[config.mk]
export PLATFORM = sky130hd
export DESIGN_NAME = http2_frame_header_validator_top
export DESIGN_NICKNAME = d
export VERILOG_FILES = /design/src/hw/rtl/h2fhv_pkg.sv /design/src/hw/rtl/h2fhv_pipe.sv /design/src/hw/rtl/http2_frame_header_validator_top.sv
export VERILOG_INCLUDE_DIRS = /design/src /design/src/hw/rtl
export SDC_FILE = /design/constraint.sdc
export NUM_CORES = 1
export LEC_CHECK = 0
export BUFFER_PORTS_ARGS = -buffer_cell sky130_fd_sc_hd__buf_4
export CORE_UTILIZATION = 52
export CTS_BUF_LIST = sky130_fd_sc_hd__clkbuf_4
export DETAILED_ROUTE_END_ITERATION = 8
export PLACE_DENSITY = 0.83
export SYNTH_ARGS = -nofsm -noshare
export SYNTH_HDL_FRONTEND = slang
export SYNTH_HIERARCHICAL = 1
export SYNTH_SLANG_ARGS = --single-unit
[constraint.sdc]
create_clock -name clock -period 5.5 [get_ports clock]
set_input_delay 0.55 -clock clock [delete_from_list [all_inputs] [get_ports clock]]
set_output_delay 0.55 -clock clock [all_outputs]
set_load 0.01 [all_outputs]
[src/hw/rtl/http2_frame_header_validator_top_macros.svh]
// Assertion macros shared by the frame header validator RTL.
// Each macro samples on the rising edge of clock and is disabled while reset is high.
`ifndef HTTP2_FRAME_HEADER_VALIDATOR_TOP_MACROS_SVH
`define HTTP2_FRAME_HEADER_VALIDATOR_TOP_MACROS_SVH
`ifndef SYNTH
// Same-cycle implication check.
`define H2FHV_ASSERT_IMPL(label, ante, cons, msg) \
   label: assert property (@(posedge clock) disable iff (reset) (ante) |-> (cons)) \
      else $error(msg);
// Next-cycle implication check.
`define H2FHV_ASSERT_NEXT(label, ante, cons, msg) \
   label: assert property (@(posedge clock) disable iff (reset) (ante) |=> (cons)) \
      else $error(msg);
`else
`define H2FHV_ASSERT_IMPL(label, ante, cons, msg)
`define H2FHV_ASSERT_NEXT(label, ante, cons, msg)
`endif
`endif

[src/hw/rtl/h2fhv_pkg.sv]
// ----------------------------------------------------------------------------
// HTTP/2 frame header validator package
// Verdict codes, frame type codes, flag bit positions, register map and a
// helper for the length divisibility check.
// ----------------------------------------------------------------------------
`default_nettype none

package h2fhv_pkg;

   // Verdict of one frame header.
   typedef enum logic [1:0] {
      VERDICT_OK    = 2'd0,
      VERDICT_PROTO = 2'd1,
      VERDICT_SIZE  = 2'd2
   } verdict_type;

   // Frame type codes.
   localparam logic [7:0] FT_DATA          = 8'd0;
   localparam logic [7:0] FT_HEADERS       = 8'd1;
   localparam logic [7:0] FT_PRIORITY      = 8'd2;
   localparam logic [7:0] FT_RST_STREAM    = 8'd3;
   localparam logic [7:0] FT_SETTINGS      = 8'd4;
   localparam logic [7:0] FT_PUSH_PROMISE  = 8'd5;
   localparam logic [7:0] FT_PING          = 8'd6;
   localparam logic [7:0] FT_GOAWAY        = 8'd7;
   localparam logic [7:0] FT_WINDOW_UPDATE = 8'd8;
   localparam logic [7:0] FT_CONTINUATION  = 8'd9;

   // Flag bit positions.
   localparam int FLAG_ACK_BIT      = 0;
   localparam int FLAG_PADDED_BIT   = 3;
   localparam int FLAG_PRIORITY_BIT = 5;

   // Field widths.
   localparam int LEN_W  = 24;
   localparam int TYPE_W = 8;
   localparam int FLAG_W = 8;
   localparam int SID_W  = 31;
   localparam int DSUM_W = 6;

   // Register map.
   localparam int CSR_ADDR_W = 3;
   localparam int CSR_DATA_W = 32;
   localparam logic [CSR_ADDR_W-1:0] CSR_MAX_FRAME_SIZE = 3'd0;
   localparam logic [LEN_W-1:0] MAX_FRAME_SIZE_RESET = 24'd16384;

   // True when a value up to 63 is a multiple of three. Base-4 digits are
   // summed twice, since 4 is 1 modulo 3; the final sum is at most 4.
   function automatic logic is_mult3(input logic [DSUM_W-1:0] value);
      logic [3:0] sum_a;
      logic [2:0] sum_b;
      begin
         sum_a = {2'b00, value[5:4]} + {2'b00, value[3:2]} + {2'b00, value[1:0]};
         sum_b = {1'b0, sum_a[3:2]} + {1'b0, sum_a[1:0]};
         is_mult3 = (sum_b == 3'd0) || (sum_b == 3'd3);
      end
   endfunction

endpackage

`default_nettype wire

[src/hw/rtl/h2fhv_pipe.sv]
// ----------------------------------------------------------------------------
// HTTP/2 frame header check pipeline
// Three register stages: header compares, per-type rules, final verdict.
// ----------------------------------------------------------------------------
`default_nettype none

`include "http2_frame_header_validator_top_macros.svh"

module h2fhv_pipe
   import h2fhv_pkg::*;
(
   input  wire logic              clock,
   input  wire logic              reset,
   input  wire logic [LEN_W-1:0]  max_frame_size,
   input  wire logic              req_valid,
   output logic                   req_stall,
   input  wire logic [LEN_W-1:0]  req_frame_length,
   input  wire logic [TYPE_W-1:0] req_hdr_kind,
   input  wire logic [FLAG_W-1:0] req_frame_flags,
   input  wire logic [SID_W-1:0]  req_sid,
   input  wire logic              req_expect_continuation,
   input  wire logic [SID_W-1:0]  req_cont_sid,
   output logic                   rsp_valid,
   input  wire logic              rsp_stall,
   output logic [1:0]             rsp_verdict
);

   // Stage valid bits and ready chain.
   logic s1_valid_ff, s1_valid_in;
   logic s2_valid_ff, s2_valid_in;
   logic s3_valid_ff, s3_valid_in;
   logic s1_ready, s2_ready, s3_ready;

   // Stage 1 payload.
   logic [TYPE_W-1:0] s1_type_ff, s1_type_in;
   logic              s1_ack_ff, s1_pad_ff, s1_prio_ff;
   logic              s1_cont_ff, s1_over_ff, s1_sid_zero_ff, s1_sid_match_ff;
   logic              s1_hi_zero_ff, s1_hi_zero_in;
   logic [3:0]        s1_lo_ff;
   logic [DSUM_W-1:0] s1_dsum_ff, s1_dsum_in;

   // Stage 2 payload.
   logic [TYPE_W-1:0] s2_type_ff;
   logic              s2_cont_ff, s2_over_ff, s2_sid_match_ff;
   verdict_type       s2_v_data_ff, s2_v_headers_ff, s2_v_priority_ff, s2_v_rst_ff;
   verdict_type       s2_v_settings_ff, s2_v_push_ff, s2_v_ping_ff, s2_v_goaway_ff;
   verdict_type       s2_v_window_ff;
   verdict_type       v_data_in, v_headers_in, v_priority_in, v_rst_in;
   verdict_type       v_settings_in, v_push_in, v_ping_in, v_goaway_in, v_window_in;

   // Stage 3 payload.
   verdict_type       s3_verdict_ff, s3_verdict_in;

   // A stage takes new data when it is empty or its content moves on.
   assign s3_ready  = !s3_valid_ff || !rsp_stall;
   assign s2_ready  = !s2_valid_ff || s3_ready;
   assign s1_ready  = !s1_valid_ff || s2_ready;
   assign req_stall = !s1_ready;

   assign s1_valid_in = s1_ready ? req_valid   : s1_valid_ff;
   assign s2_valid_in = s2_ready ? s1_valid_ff : s2_valid_ff;
   assign s3_valid_in = s3_ready ? s2_valid_ff : s3_valid_ff;

   always_ff @(posedge clock) begin
      if (reset) begin
         s1_valid_ff <= 1'b0;
         s2_valid_ff <= 1'b0;
         s3_valid_ff <= 1'b0;
      end else begin
         s1_valid_ff <= s1_valid_in;
         s2_valid_ff <= s2_valid_in;
         s3_valid_ff <= s3_valid_in;
      end
   end

   // Stage 1: wide compares and the base-4 digit sum of the length.
   always_comb begin
      logic [2:0] pair_sum [6];
      logic [3:0] quad_a, quad_b, quad_c;
      for (int i = 0; i < 6; i++) begin
         pair_sum[i] = {1'b0, req_frame_length[4*i+3 -: 2]} +
                       {1'b0, req_frame_length[4*i+1 -: 2]};
      end
      quad_a = {1'b0, pair_sum[0]} + {1'b0, pair_sum[1]};
      quad_b = {1'b0, pair_sum[2]} + {1'b0, pair_sum[3]};
      quad_c = {1'b0, pair_sum[4]} + {1'b0, pair_sum[5]};
      s1_dsum_in = {2'b00, quad_a} + {2'b00, quad_b} + {2'b00, quad_c};
   end

   assign s1_type_in    = req_hdr_kind;
   assign s1_hi_zero_in = (req_frame_length[LEN_W-1:4] == '0);

   always_ff @(posedge clock) begin
      if (s1_ready) begin
         s1_type_ff      <= s1_type_in;
         s1_ack_ff       <= req_frame_flags[FLAG_ACK_BIT];
         s1_pad_ff       <= req_frame_flags[FLAG_PADDED_BIT];
         s1_prio_ff      <= req_frame_flags[FLAG_PRIORITY_BIT];
         s1_cont_ff      <= req_expect_continuation;
         s1_over_ff      <= (req_frame_length > max_frame_size);
         s1_sid_zero_ff  <= (req_sid == '0);
         s1_sid_match_ff <= (req_sid == req_cont_sid);
         s1_hi_zero_ff   <= s1_hi_zero_in;
         s1_lo_ff        <= req_frame_length[3:0];
         s1_dsum_ff      <= s1_dsum_in;
      end
   end

   // Stage 2: length classes and the verdict each frame type would give.
   always_comb begin
      logic       len0, len4, len5, len8, lt8, lt_need, mult6;
      logic [2:0] need;
      len0    = s1_hi_zero_ff && (s1_lo_ff == 4'd0);
      len4    = s1_hi_zero_ff && (s1_lo_ff == 4'd4);
      len5    = s1_hi_zero_ff && (s1_lo_ff == 4'd5);
      len8    = s1_hi_zero_ff && (s1_lo_ff == 4'd8);
      lt8     = s1_hi_zero_ff && !s1_lo_ff[3];
      need    = (s1_prio_ff ? 3'd5 : 3'd0) + {2'b00, s1_pad_ff};
      lt_need = s1_hi_zero_ff && (s1_lo_ff < {1'b0, need});
      mult6   = !s1_lo_ff[0] && is_mult3(s1_dsum_ff);

      v_data_in     = s1_sid_zero_ff ? VERDICT_PROTO :
                      (s1_pad_ff && len0) ? VERDICT_SIZE : VERDICT_OK;
      v_headers_in  = s1_sid_zero_ff ? VERDICT_PROTO :
                      lt_need ? VERDICT_SIZE : VERDICT_OK;
      v_priority_in = s1_sid_zero_ff ? VERDICT_PROTO :
                      !len5 ? VERDICT_SIZE : VERDICT_OK;
      v_rst_in      = s1_sid_zero_ff ? VERDICT_PROTO :
                      !len4 ? VERDICT_SIZE : VERDICT_OK;
      if (!s1_sid_zero_ff) begin
         v_settings_in = VERDICT_PROTO;
      end else if (s1_ack_ff) begin
         v_settings_in = len0 ? VERDICT_OK : VERDICT_SIZE;
      end else begin
         v_settings_in = (len0 || !mult6) ? VERDICT_SIZE : VERDICT_OK;
      end
      v_push_in     = s1_sid_zero_ff ? VERDICT_PROTO : VERDICT_OK;
      v_ping_in     = !s1_sid_zero_ff ? VERDICT_PROTO :
                      !len8 ? VERDICT_SIZE :
                      s1_ack_ff ? VERDICT_PROTO : VERDICT_OK;
      v_goaway_in   = !s1_sid_zero_ff ? VERDICT_PROTO :
                      lt8 ? VERDICT_SIZE : VERDICT_OK;
      v_window_in   = !len4 ? VERDICT_SIZE : VERDICT_OK;
   end

   always_ff @(posedge clock) begin
      if (s2_ready) begin
         s2_type_ff       <= s1_type_ff;
         s2_cont_ff       <= s1_cont_ff;
         s2_over_ff       <= s1_over_ff;
         s2_sid_match_ff  <= s1_sid_match_ff;
         s2_v_data_ff     <= v_data_in;
         s2_v_headers_ff  <= v_headers_in;
         s2_v_priority_ff <= v_priority_in;
         s2_v_rst_ff      <= v_rst_in;
         s2_v_settings_ff <= v_settings_in;
         s2_v_push_ff     <= v_push_in;
         s2_v_ping_ff     <= v_ping_in;
         s2_v_goaway_ff   <= v_goaway_in;
         s2_v_window_ff   <= v_window_in;
      end
   end

   // Stage 3: an expected continuation overrides all, then the size limit,
   // then the rule of the frame type. Stray continuation and unknown types fail.
   always_comb begin
      if (s2_cont_ff) begin
         s3_verdict_in = ((s2_type_ff == FT_CONTINUATION) && s2_sid_match_ff) ?
                         VERDICT_OK : VERDICT_PROTO;
      end else if (s2_over_ff) begin
         s3_verdict_in = VERDICT_SIZE;
      end else begin
         case (s2_type_ff)
            FT_DATA:          s3_verdict_in = s2_v_data_ff;
            FT_HEADERS:       s3_verdict_in = s2_v_headers_ff;
            FT_PRIORITY:      s3_verdict_in = s2_v_priority_ff;
            FT_RST_STREAM:    s3_verdict_in = s2_v_rst_ff;
            FT_SETTINGS:      s3_verdict_in = s2_v_settings_ff;
            FT_PUSH_PROMISE:  s3_verdict_in = s2_v_push_ff;
            FT_PING:          s3_verdict_in = s2_v_ping_ff;
            FT_GOAWAY:        s3_verdict_in = s2_v_goaway_ff;
            FT_WINDOW_UPDATE: s3_verdict_in = s2_v_window_ff;
            default:          s3_verdict_in = VERDICT_PROTO;
         endcase
      end
   end

   always_ff @(posedge clock) begin
      if (s3_ready) begin
         s3_verdict_ff <= s3_verdict_in;
      end
   end

   assign rsp_valid   = s3_valid_ff;
   assign rsp_verdict = s3_verdict_ff;

   // Checks on the pipeline control.
   `H2FHV_ASSERT_IMPL(a_verdict_legal, rsp_valid, rsp_verdict != 2'd3,
      "verdict code 3 driven")
   `H2FHV_ASSERT_IMPL(a_stall_full, req_stall, s1_valid_ff && s2_valid_ff && s3_valid_ff,
      "input stalled with a free stage")
   `H2FHV_ASSERT_NEXT(a_s2_hold, s2_valid_ff && !s2_ready,
      s2_valid_ff && $stable(s2_type_ff), "stage 2 lost an item while blocked")
   `H2FHV_ASSERT_NEXT(a_s3_fill, s2_valid_ff && s3_ready, s3_valid_ff,
      "stage 2 item did not reach the output")

endmodule

`default_nettype wire

[src/hw/rtl/http2_frame_header_validator_top.sv]
// ----------------------------------------------------------------------------
// HTTP/2 frame header validator
// Checks one decoded frame header per transfer and returns a verdict.
// ----------------------------------------------------------------------------
// Usage:
//   The req_ channel carries one decoded frame header per transfer; the rsp_
//   channel returns one verdict per header, in order: 0 ok, 1 protocol error,
//   2 frame size error. A transfer happens at a clock edge where valid is high
//   and stall is low.
//   The csr_ port holds max_frame_size at byte address 0; write it only while
//   no header is in flight.
//   A header's verdict passes through the three register stages of the check
//   pipeline (compares, per-type rules, final select) before it is valid on
//   rsp_. Throughput is one header per cycle while rsp_stall is low.
//   When the receiver stalls, the verdict holds on rsp_ and the stages behind
//   it keep filling; req_stall rises only when all three stages are occupied.
//   A synchronous reset empties the pipeline and sets max_frame_size to 16384.
// ----------------------------------------------------------------------------
`default_nettype none

module http2_frame_header_validator_top
   import h2fhv_pkg::*;
(
   input  wire logic                  clock,
   input  wire logic                  reset,
   // Header input channel
   input  wire logic                  req_valid,
   output logic                       req_stall,
   input  wire logic [LEN_W-1:0]      req_frame_length,
   input  wire logic [TYPE_W-1:0]     req_hdr_kind,
   input  wire logic [FLAG_W-1:0]     req_frame_flags,
   input  wire logic [SID_W-1:0]      req_sid,
   input  wire logic                  req_expect_continuation,
   input  wire logic [SID_W-1:0]      req_cont_sid,
   // Verdict output channel
   output logic                       rsp_valid,
   input  wire logic                  rsp_stall,
   output logic [1:0]                 rsp_verdict,
   // Register port
   input  wire logic                  csr_psel,
   input  wire logic                  csr_penable,
   input  wire logic                  csr_pwrite,
   input  wire logic [CSR_ADDR_W-1:0] csr_paddr,
   input  wire logic [CSR_DATA_W-1:0] csr_pwdata,
   output logic [CSR_DATA_W-1:0]      csr_prdata,
   output logic                       csr_pready
);

   logic [LEN_W-1:0] max_frame_size_ff;
   logic             csr_write;
   logic             csr_hit;

   // Register write on the access phase of a transfer; decode by word index.
   assign csr_pready = 1'b1;
   assign csr_write  = csr_psel && csr_penable && csr_pwrite && csr_pready;
   assign csr_hit    = (csr_paddr[CSR_ADDR_W-1:2] == CSR_MAX_FRAME_SIZE[CSR_ADDR_W-1:2]);

   always_ff @(posedge clock) begin
      if (reset) begin
         max_frame_size_ff <= MAX_FRAME_SIZE_RESET;
      end else if (csr_write && csr_hit) begin
         max_frame_size_ff <= csr_pwdata[LEN_W-1:0];
      end
   end

   // Register read.
   always_comb begin
      if (csr_hit) begin
         csr_prdata = {{(CSR_DATA_W-LEN_W){1'b0}}, max_frame_size_ff};
      end else begin
         csr_prdata = '0;
      end
   end

   // Check pipeline.
   h2fhv_pipe u_pipe (
      .clock                   (clock),
      .reset                   (reset),
      .max_frame_size          (max_frame_size_ff),
      .req_valid               (req_valid),
      .req_stall               (req_stall),
      .req_frame_length        (req_frame_length),
      .req_hdr_kind            (req_hdr_kind),
      .req_frame_flags         (req_frame_flags),
      .req_sid                 (req_sid),
      .req_expect_continuation (req_expect_continuation),
      .req_cont_sid            (req_cont_sid),
      .rsp_valid               (rsp_valid),
      .rsp_stall               (rsp_stall),
      .rsp_verdict             (rsp_verdict)
   );

endmodule

`default_nettype wire

Yosys cells after proc, flatten, opt, wreduce, memory -nomap -nowiden
Cells that the tools add are included.

storage, ports and cells
  latch bits = 0
  memory bits (writable) = 0
  ROM bits = 0
  output and inout bits = 37
  input port bits = 145
  logic and storage cells = 108
  register bits = 84
  memories kept = 0

operators by class
  $add $sub $neg = 15
  bitwise logic cells = 1
  div/mod/pow operators = 0
  reductions and logical operators = 30
  shifts and indexed selects = 0
  mux-type cells = 17
  multipliers = 0
  magnitude comparators = 2
  equality and inequality tests = 14

operators with widths
  operator              number
  $eq A8 B3 Y1 const B  4
  $eq A31 B31 Y1        1
  $logic_not A31 Y1     1
  $add A2 B2 Y3         8
  $gt A24 B24 Y1        1
  $mux W24              1
  $mux W2               11
  $logic_not A20 Y1     1
  $pmux W2 S9           1
  $eq A8 B2 Y1 const B  2
  $eq A8 B4 Y1 const B  2
  $add A3 B3 Y4         3
  $logic_and A1 B1 Y1   12
  $eq A4 B3 Y1 const B  2
  $eq A8 B1 Y1 const B  1
  $logic_not A1 Y1      8
  $logic_not A8 Y1      1
  $add A6 B4 Y6         1
  $add A4 B4 Y5         1
  $logic_or A1 B1 Y1    5
  $add A4 B2 Y4         1
  $eq A4 B4 Y1 const B  1
  $logic_not A4 Y1      1
  $lt A4 B3 Y1          1
  other kinds (6)       8

Depth between registers and ports, before layout
  depth after elaboration = 10
  mapped depth = 13
  gate-level depth less buffers = 13

Cells and area by module
The synthesis kept the hierarchy.

modules (own cells, without submodules)
  module                            sequential area each (um2)  times used  area an instance (um2)  cells each
  h2fhv_pipe                        1591.5                      1           3783.6                  333
  http2_frame_header_validator_top  480.5                       1           1338.8                  142

Worst setup path after synthesis
OpenSTA, ideal clock, no wires.

  kind = input port to flip-flop
  from = input req_frame_length[7]
  to = register u_pipe.s1_dsum_ff[3], data pin
  data arrival time = 3849 ps
  setup time = 258 ps
  stages on the path = 11
  path slack = 1394 ps
  cells stage by stage = inv_1 fa_1 inv_1 fa_1 fa_1 fa_1 fa_1 ha_1 inv_1 fa_1 xnor2_1

on the way
  cells in the longest elaborated chain, start to end = 4

ends and longest elaborated chain
  element                   line                                    source
  start: declaration        http2_frame_header_validator_top.sv:29  input wire logic [LEN_W-1:0] req_frame_length,
  $add A2 B2 Y3             h2fhv_pipe.sv:81                        pair_sum[i] = {1'b0, req_frame_length[4*i+3 -: 2]} +
  $add A3 B3 Y4             h2fhv_pipe.sv:84                        quad_a = {1'b0, pair_sum[0]} + {1'b0, pair_sum[1]};
  $add A4 B4 Y5             h2fhv_pipe.sv:87                        s1_dsum_in = {2'b00, quad_a} + {2'b00, quad_b} + {2'b00, quad_c};
  $add A6 B4 Y6             h2fhv_pipe.sv:87
  via u_pipe.s1_dsum_in[3]  h2fhv_pipe.sv:40                        logic [DSUM_W-1:0] s1_dsum_ff, s1_dsum_in;
  end signal: assignment    h2fhv_pipe.sv:105                       s1_dsum_ff <= s1_dsum_in;
  end: declaration          h2fhv_pipe.sv:40

The timed path passes the listed nets, and every way through them passes these cells.
A chain may end at the register's enable or synchronous reset.

Worst setup path in the final report
  from = input req_frame_length[7]
  to = register u_pipe.s1_dsum_ff[5], data pin

Same word-level chain as after synthesis.

==> key figures <==
Status
  – Status: completed

Layout
  – Area Overhead vs Synth: 26.3%
  – Total Nets Final: 837
  – Commonest non-fill, non-tap cell in the layout: buf_4
  – Most frequent cells in the layout: buf_4 (158), inv_1 (62), edfxtp_1 (51)
  – Layout cells sized above 1: 28.2%
  – # diodes: 0
  – # fillers: 730

Timing
  – Setup tns final: 0 ns
  – Worst slew margin: 25.0%
  – RSZ-0062 raised after global routing: false
  – Max Clk Rate: around 0.25 GHz
  – Final hold viol count: 0
  – Final worst path period share: 72.5%
  – Max-slew violation count: 0
  – Fin worst setup slack: 1.51 ns
  – Minimum clock period: around 4.0 ns
  – Final setup viols: 0
  – Tightest Pin Transition: 1.12 ns
  – Max Clock Skew: ~0.0094 ns

Yosys
  – Yosys reg bits: 78
  – Post-synth EDFFs: 51
  – Syn Area/Cell: 10.8 sq um
  – FFs w/ async S/R, synth: 0%
  – Seq/Total Area, Yosys: about two fifths
  – Cells after synthesis: 475
  – Netlist cell types: 42
  – Main synth FF type: edfxtp_1
  – Synth Warn #: 6
  – Mapped cell area: 0.00512 sq mm

Drt
  – Vias per cell: 5.20
  – # DRC: 0
  – Drt pass-1 iters: 4
  – DRT Wirelength: approximately 11000 um
  – Initial DRC Count: around 190
  – Vias: 3969
  – Post-DRT Antenna Nets: 0
  – WL per Instance: 14.8 um

Place
  – Global placement routability congestion: 0.958
  – Port-buffer cells: 157
  – Place WS: 1.10 ns
  – HPWL Detailed: 9230 um

Worst setup path
  – Critical path arrival: 4.25 ns
  – CP Buf/Inv Count: 5
  – WS Path Type: in -> reg
  – Crit. End Element: flip-flop
  – CP max-delay cell: fa_1
  – CP required: 5.76 ns
  – Most used cell, CP: fa_1
  – CP delay by family, top: adder cells
  – Cell Chain, Critical Path: buf_4 > inv_1 > fa_1 > inv_1 > fa_1 > fa_1 > fa_1 > fa_1 > ha_1 > inv_1 > fa_1 > inv_1 > a21oi_1 > o21bai_1
  – Worst setup SP type: input pin
  – Crit Path Max Fanout: 3
  – Critical path's largest stage delay: 0.54 ns

Power
  – Worst VDD drop: 0.180 mV
  – Cell Pwr Density: 265 mW/mm^2
  – Leak: 2.83 nW

GRT
  – Vias in the first global route: 4111
  – Initial antenna violation count: 0
  – First-pass GRT wire length: about 18000 um
  – Gr ovfl total: 0
  – Largest net degree at the start of global routing: 52
  – All-Layer GR Usage: 22.9%

Clock tree
  – Clock transition at path regs: 0.12 ns
  – Post-CTS resize count: 0
  – Clk buf depth: 2
  – Post-CTS Hold Buffers: 0
  – TritonCTS clock tree: done
  – TritonCTS Buffers: 9
  – Setup Buffers After CTS: 0
  – Clk Latency, worst-skew pair: roughly 0.41 ns
  – H-tree depth: 3
  – Sink Count: 78
  – Clk root buf: clkbuf_4

Floorplan
  – Die height: 101 um
  – Ports: approximately 180
  – Die width: 101 um
  – Num rows: 35
  – Die area: 0.0103 sq mm
  – Core Region: 0.00937 sq mm
  – Starting Density: between 50% and 60%

Hold path
  – Min-Delay Path Class: in -> reg

Flow run
  – Max Cap Viol: 0
==> state kept, by name (all words and copies together) (netlist names), 4 cells and up <==
register,count
u_pipe/s1_dsum_ff,6
u_pipe/s1_type_ff,8
u_pipe/s2_type_ff,8
max_frame_size_ff,24
u_pipe/s1_lo_ff,4
==> metal layers <==
layer  vias to the layer above  share of wire (%)  track usage (%)
li1                       1925                  -                -
met1                      1877                 40             26.1
met2                       139                 52             41.2
met3                        28                5.8             6.28
met4                         0                2.4             8.25
met5                         -                  0                0
==> cell usage after synthesis (2+ instances only) <==
library cell  instances  share of area, %
ha_1                 39               9.5
xor2_1               22               3.8
nand2b_1             50               6.1
buf_12                2              0.78
a21o_1                3              0.44
nand4b_1              2              0.34
nor2_1               17               1.2
mux2i_1              27               5.3
buf_6                 2              0.44
nand4_1              12               1.5
xnor2_1              12               2.1
inv_1                62               4.5
nor3_1                5              0.49
conb_1                2              0.15
nand3_1               4              0.39
nor4_1               20               2.4
o31ai_1               2              0.29
nand2_1               9              0.66
edfxtp_1             51                30
fa_1                 22               8.6
and2b_2               4              0.68
or4_1                 2              0.29
dfxtp_1              27                11
a2111oi_0             2              0.34
a31oi_1               3              0.37
nor2b_1              21               2.6
o21ai_0               3              0.29
buf_4                 9               1.3
and3_1                2              0.24
a21oi_1              19               1.9
clkbuf_1              7              0.51
==> final cells by class <==
| class | count | area [sq um] | share of cell area, % |
|---|---|---|---|
| multi-input combinational | 322 | 2690 | 41.5 |
| sequential | 78 | 2070 | 32.0 |
| timing repair buffer | 158 | 1190 | 18.3 |
| inverter | 62 | 233 | 3.60 |
| tap | 129 | 161 | 2.50 |
| clock buffer | 9 | 67.6 | 1.04 |
| clock inverter | 6 | 61.3 | 0.948 |
==> power by group <==
group	switching [mW]	leakage, nW	internal, mW
Combinational	0.326	1.99	0.343
Clock	0.195	0.0740	0.137
Sequential	0.0248	0.765	0.691
Total	0.546	2.83	1.17
==> worst paths after layout <==
path                                        startpoint                          to  slack, ns  cells past startpoint
worst max-delay path               req_frame_length[7]        u_pipe/s1_dsum_ff[5]       1.51                     14
worst min-delay path                   req_hdr_kind[0]        u_pipe/s1_type_ff[0]       0.30                      1
worst max register to register    u_pipe/s1_dsum_ff[1]  u_pipe/s2_v_settings_ff[1]       2.47                      9
worst min register to register  u_pipe/s1_sid_match_ff      u_pipe/s2_sid_match_ff       0.43                      0
==> cells by family after synthesis <==
kind of cell,Yosys count,synth area share (%)
compound gates,39,4.69
xor+xnor,34,5.81
fa+ha+maj,61,18.1
buf+inv,82,7.60
flops,78,40.4
mux,29,5.94
other cells,2,0.147
simple gates,150,17.2
==> stage by stage <==
stage               std cells  hold WS (ns)  area (sq um)  power, mW  util [%]
detailed placement        749         0.405          6340       1.40      67.7
floorplan                 482         0.400          5150       1.19         -
global route              764         0.267          6470       1.85      69.0
CTS                       764         0.288          6470       1.74      69.0
global placement          749         0.401          6340       1.34      67.7
finish                    764         0.303          6470       1.72      69.0
==> worst reg2reg max path, cell delays in order (launching register included) <==
cell      delay [ns]
edfxtp_1        0.42
fa_1            0.49
ha_1            0.21
ha_1            0.27
ha_1            0.20
fa_1            0.45
xor2_1          0.16
or4_1           0.39
nor2_1          0.11
a211oi_1        0.06
Note: power is estimated with default switching activity, not from simulation.
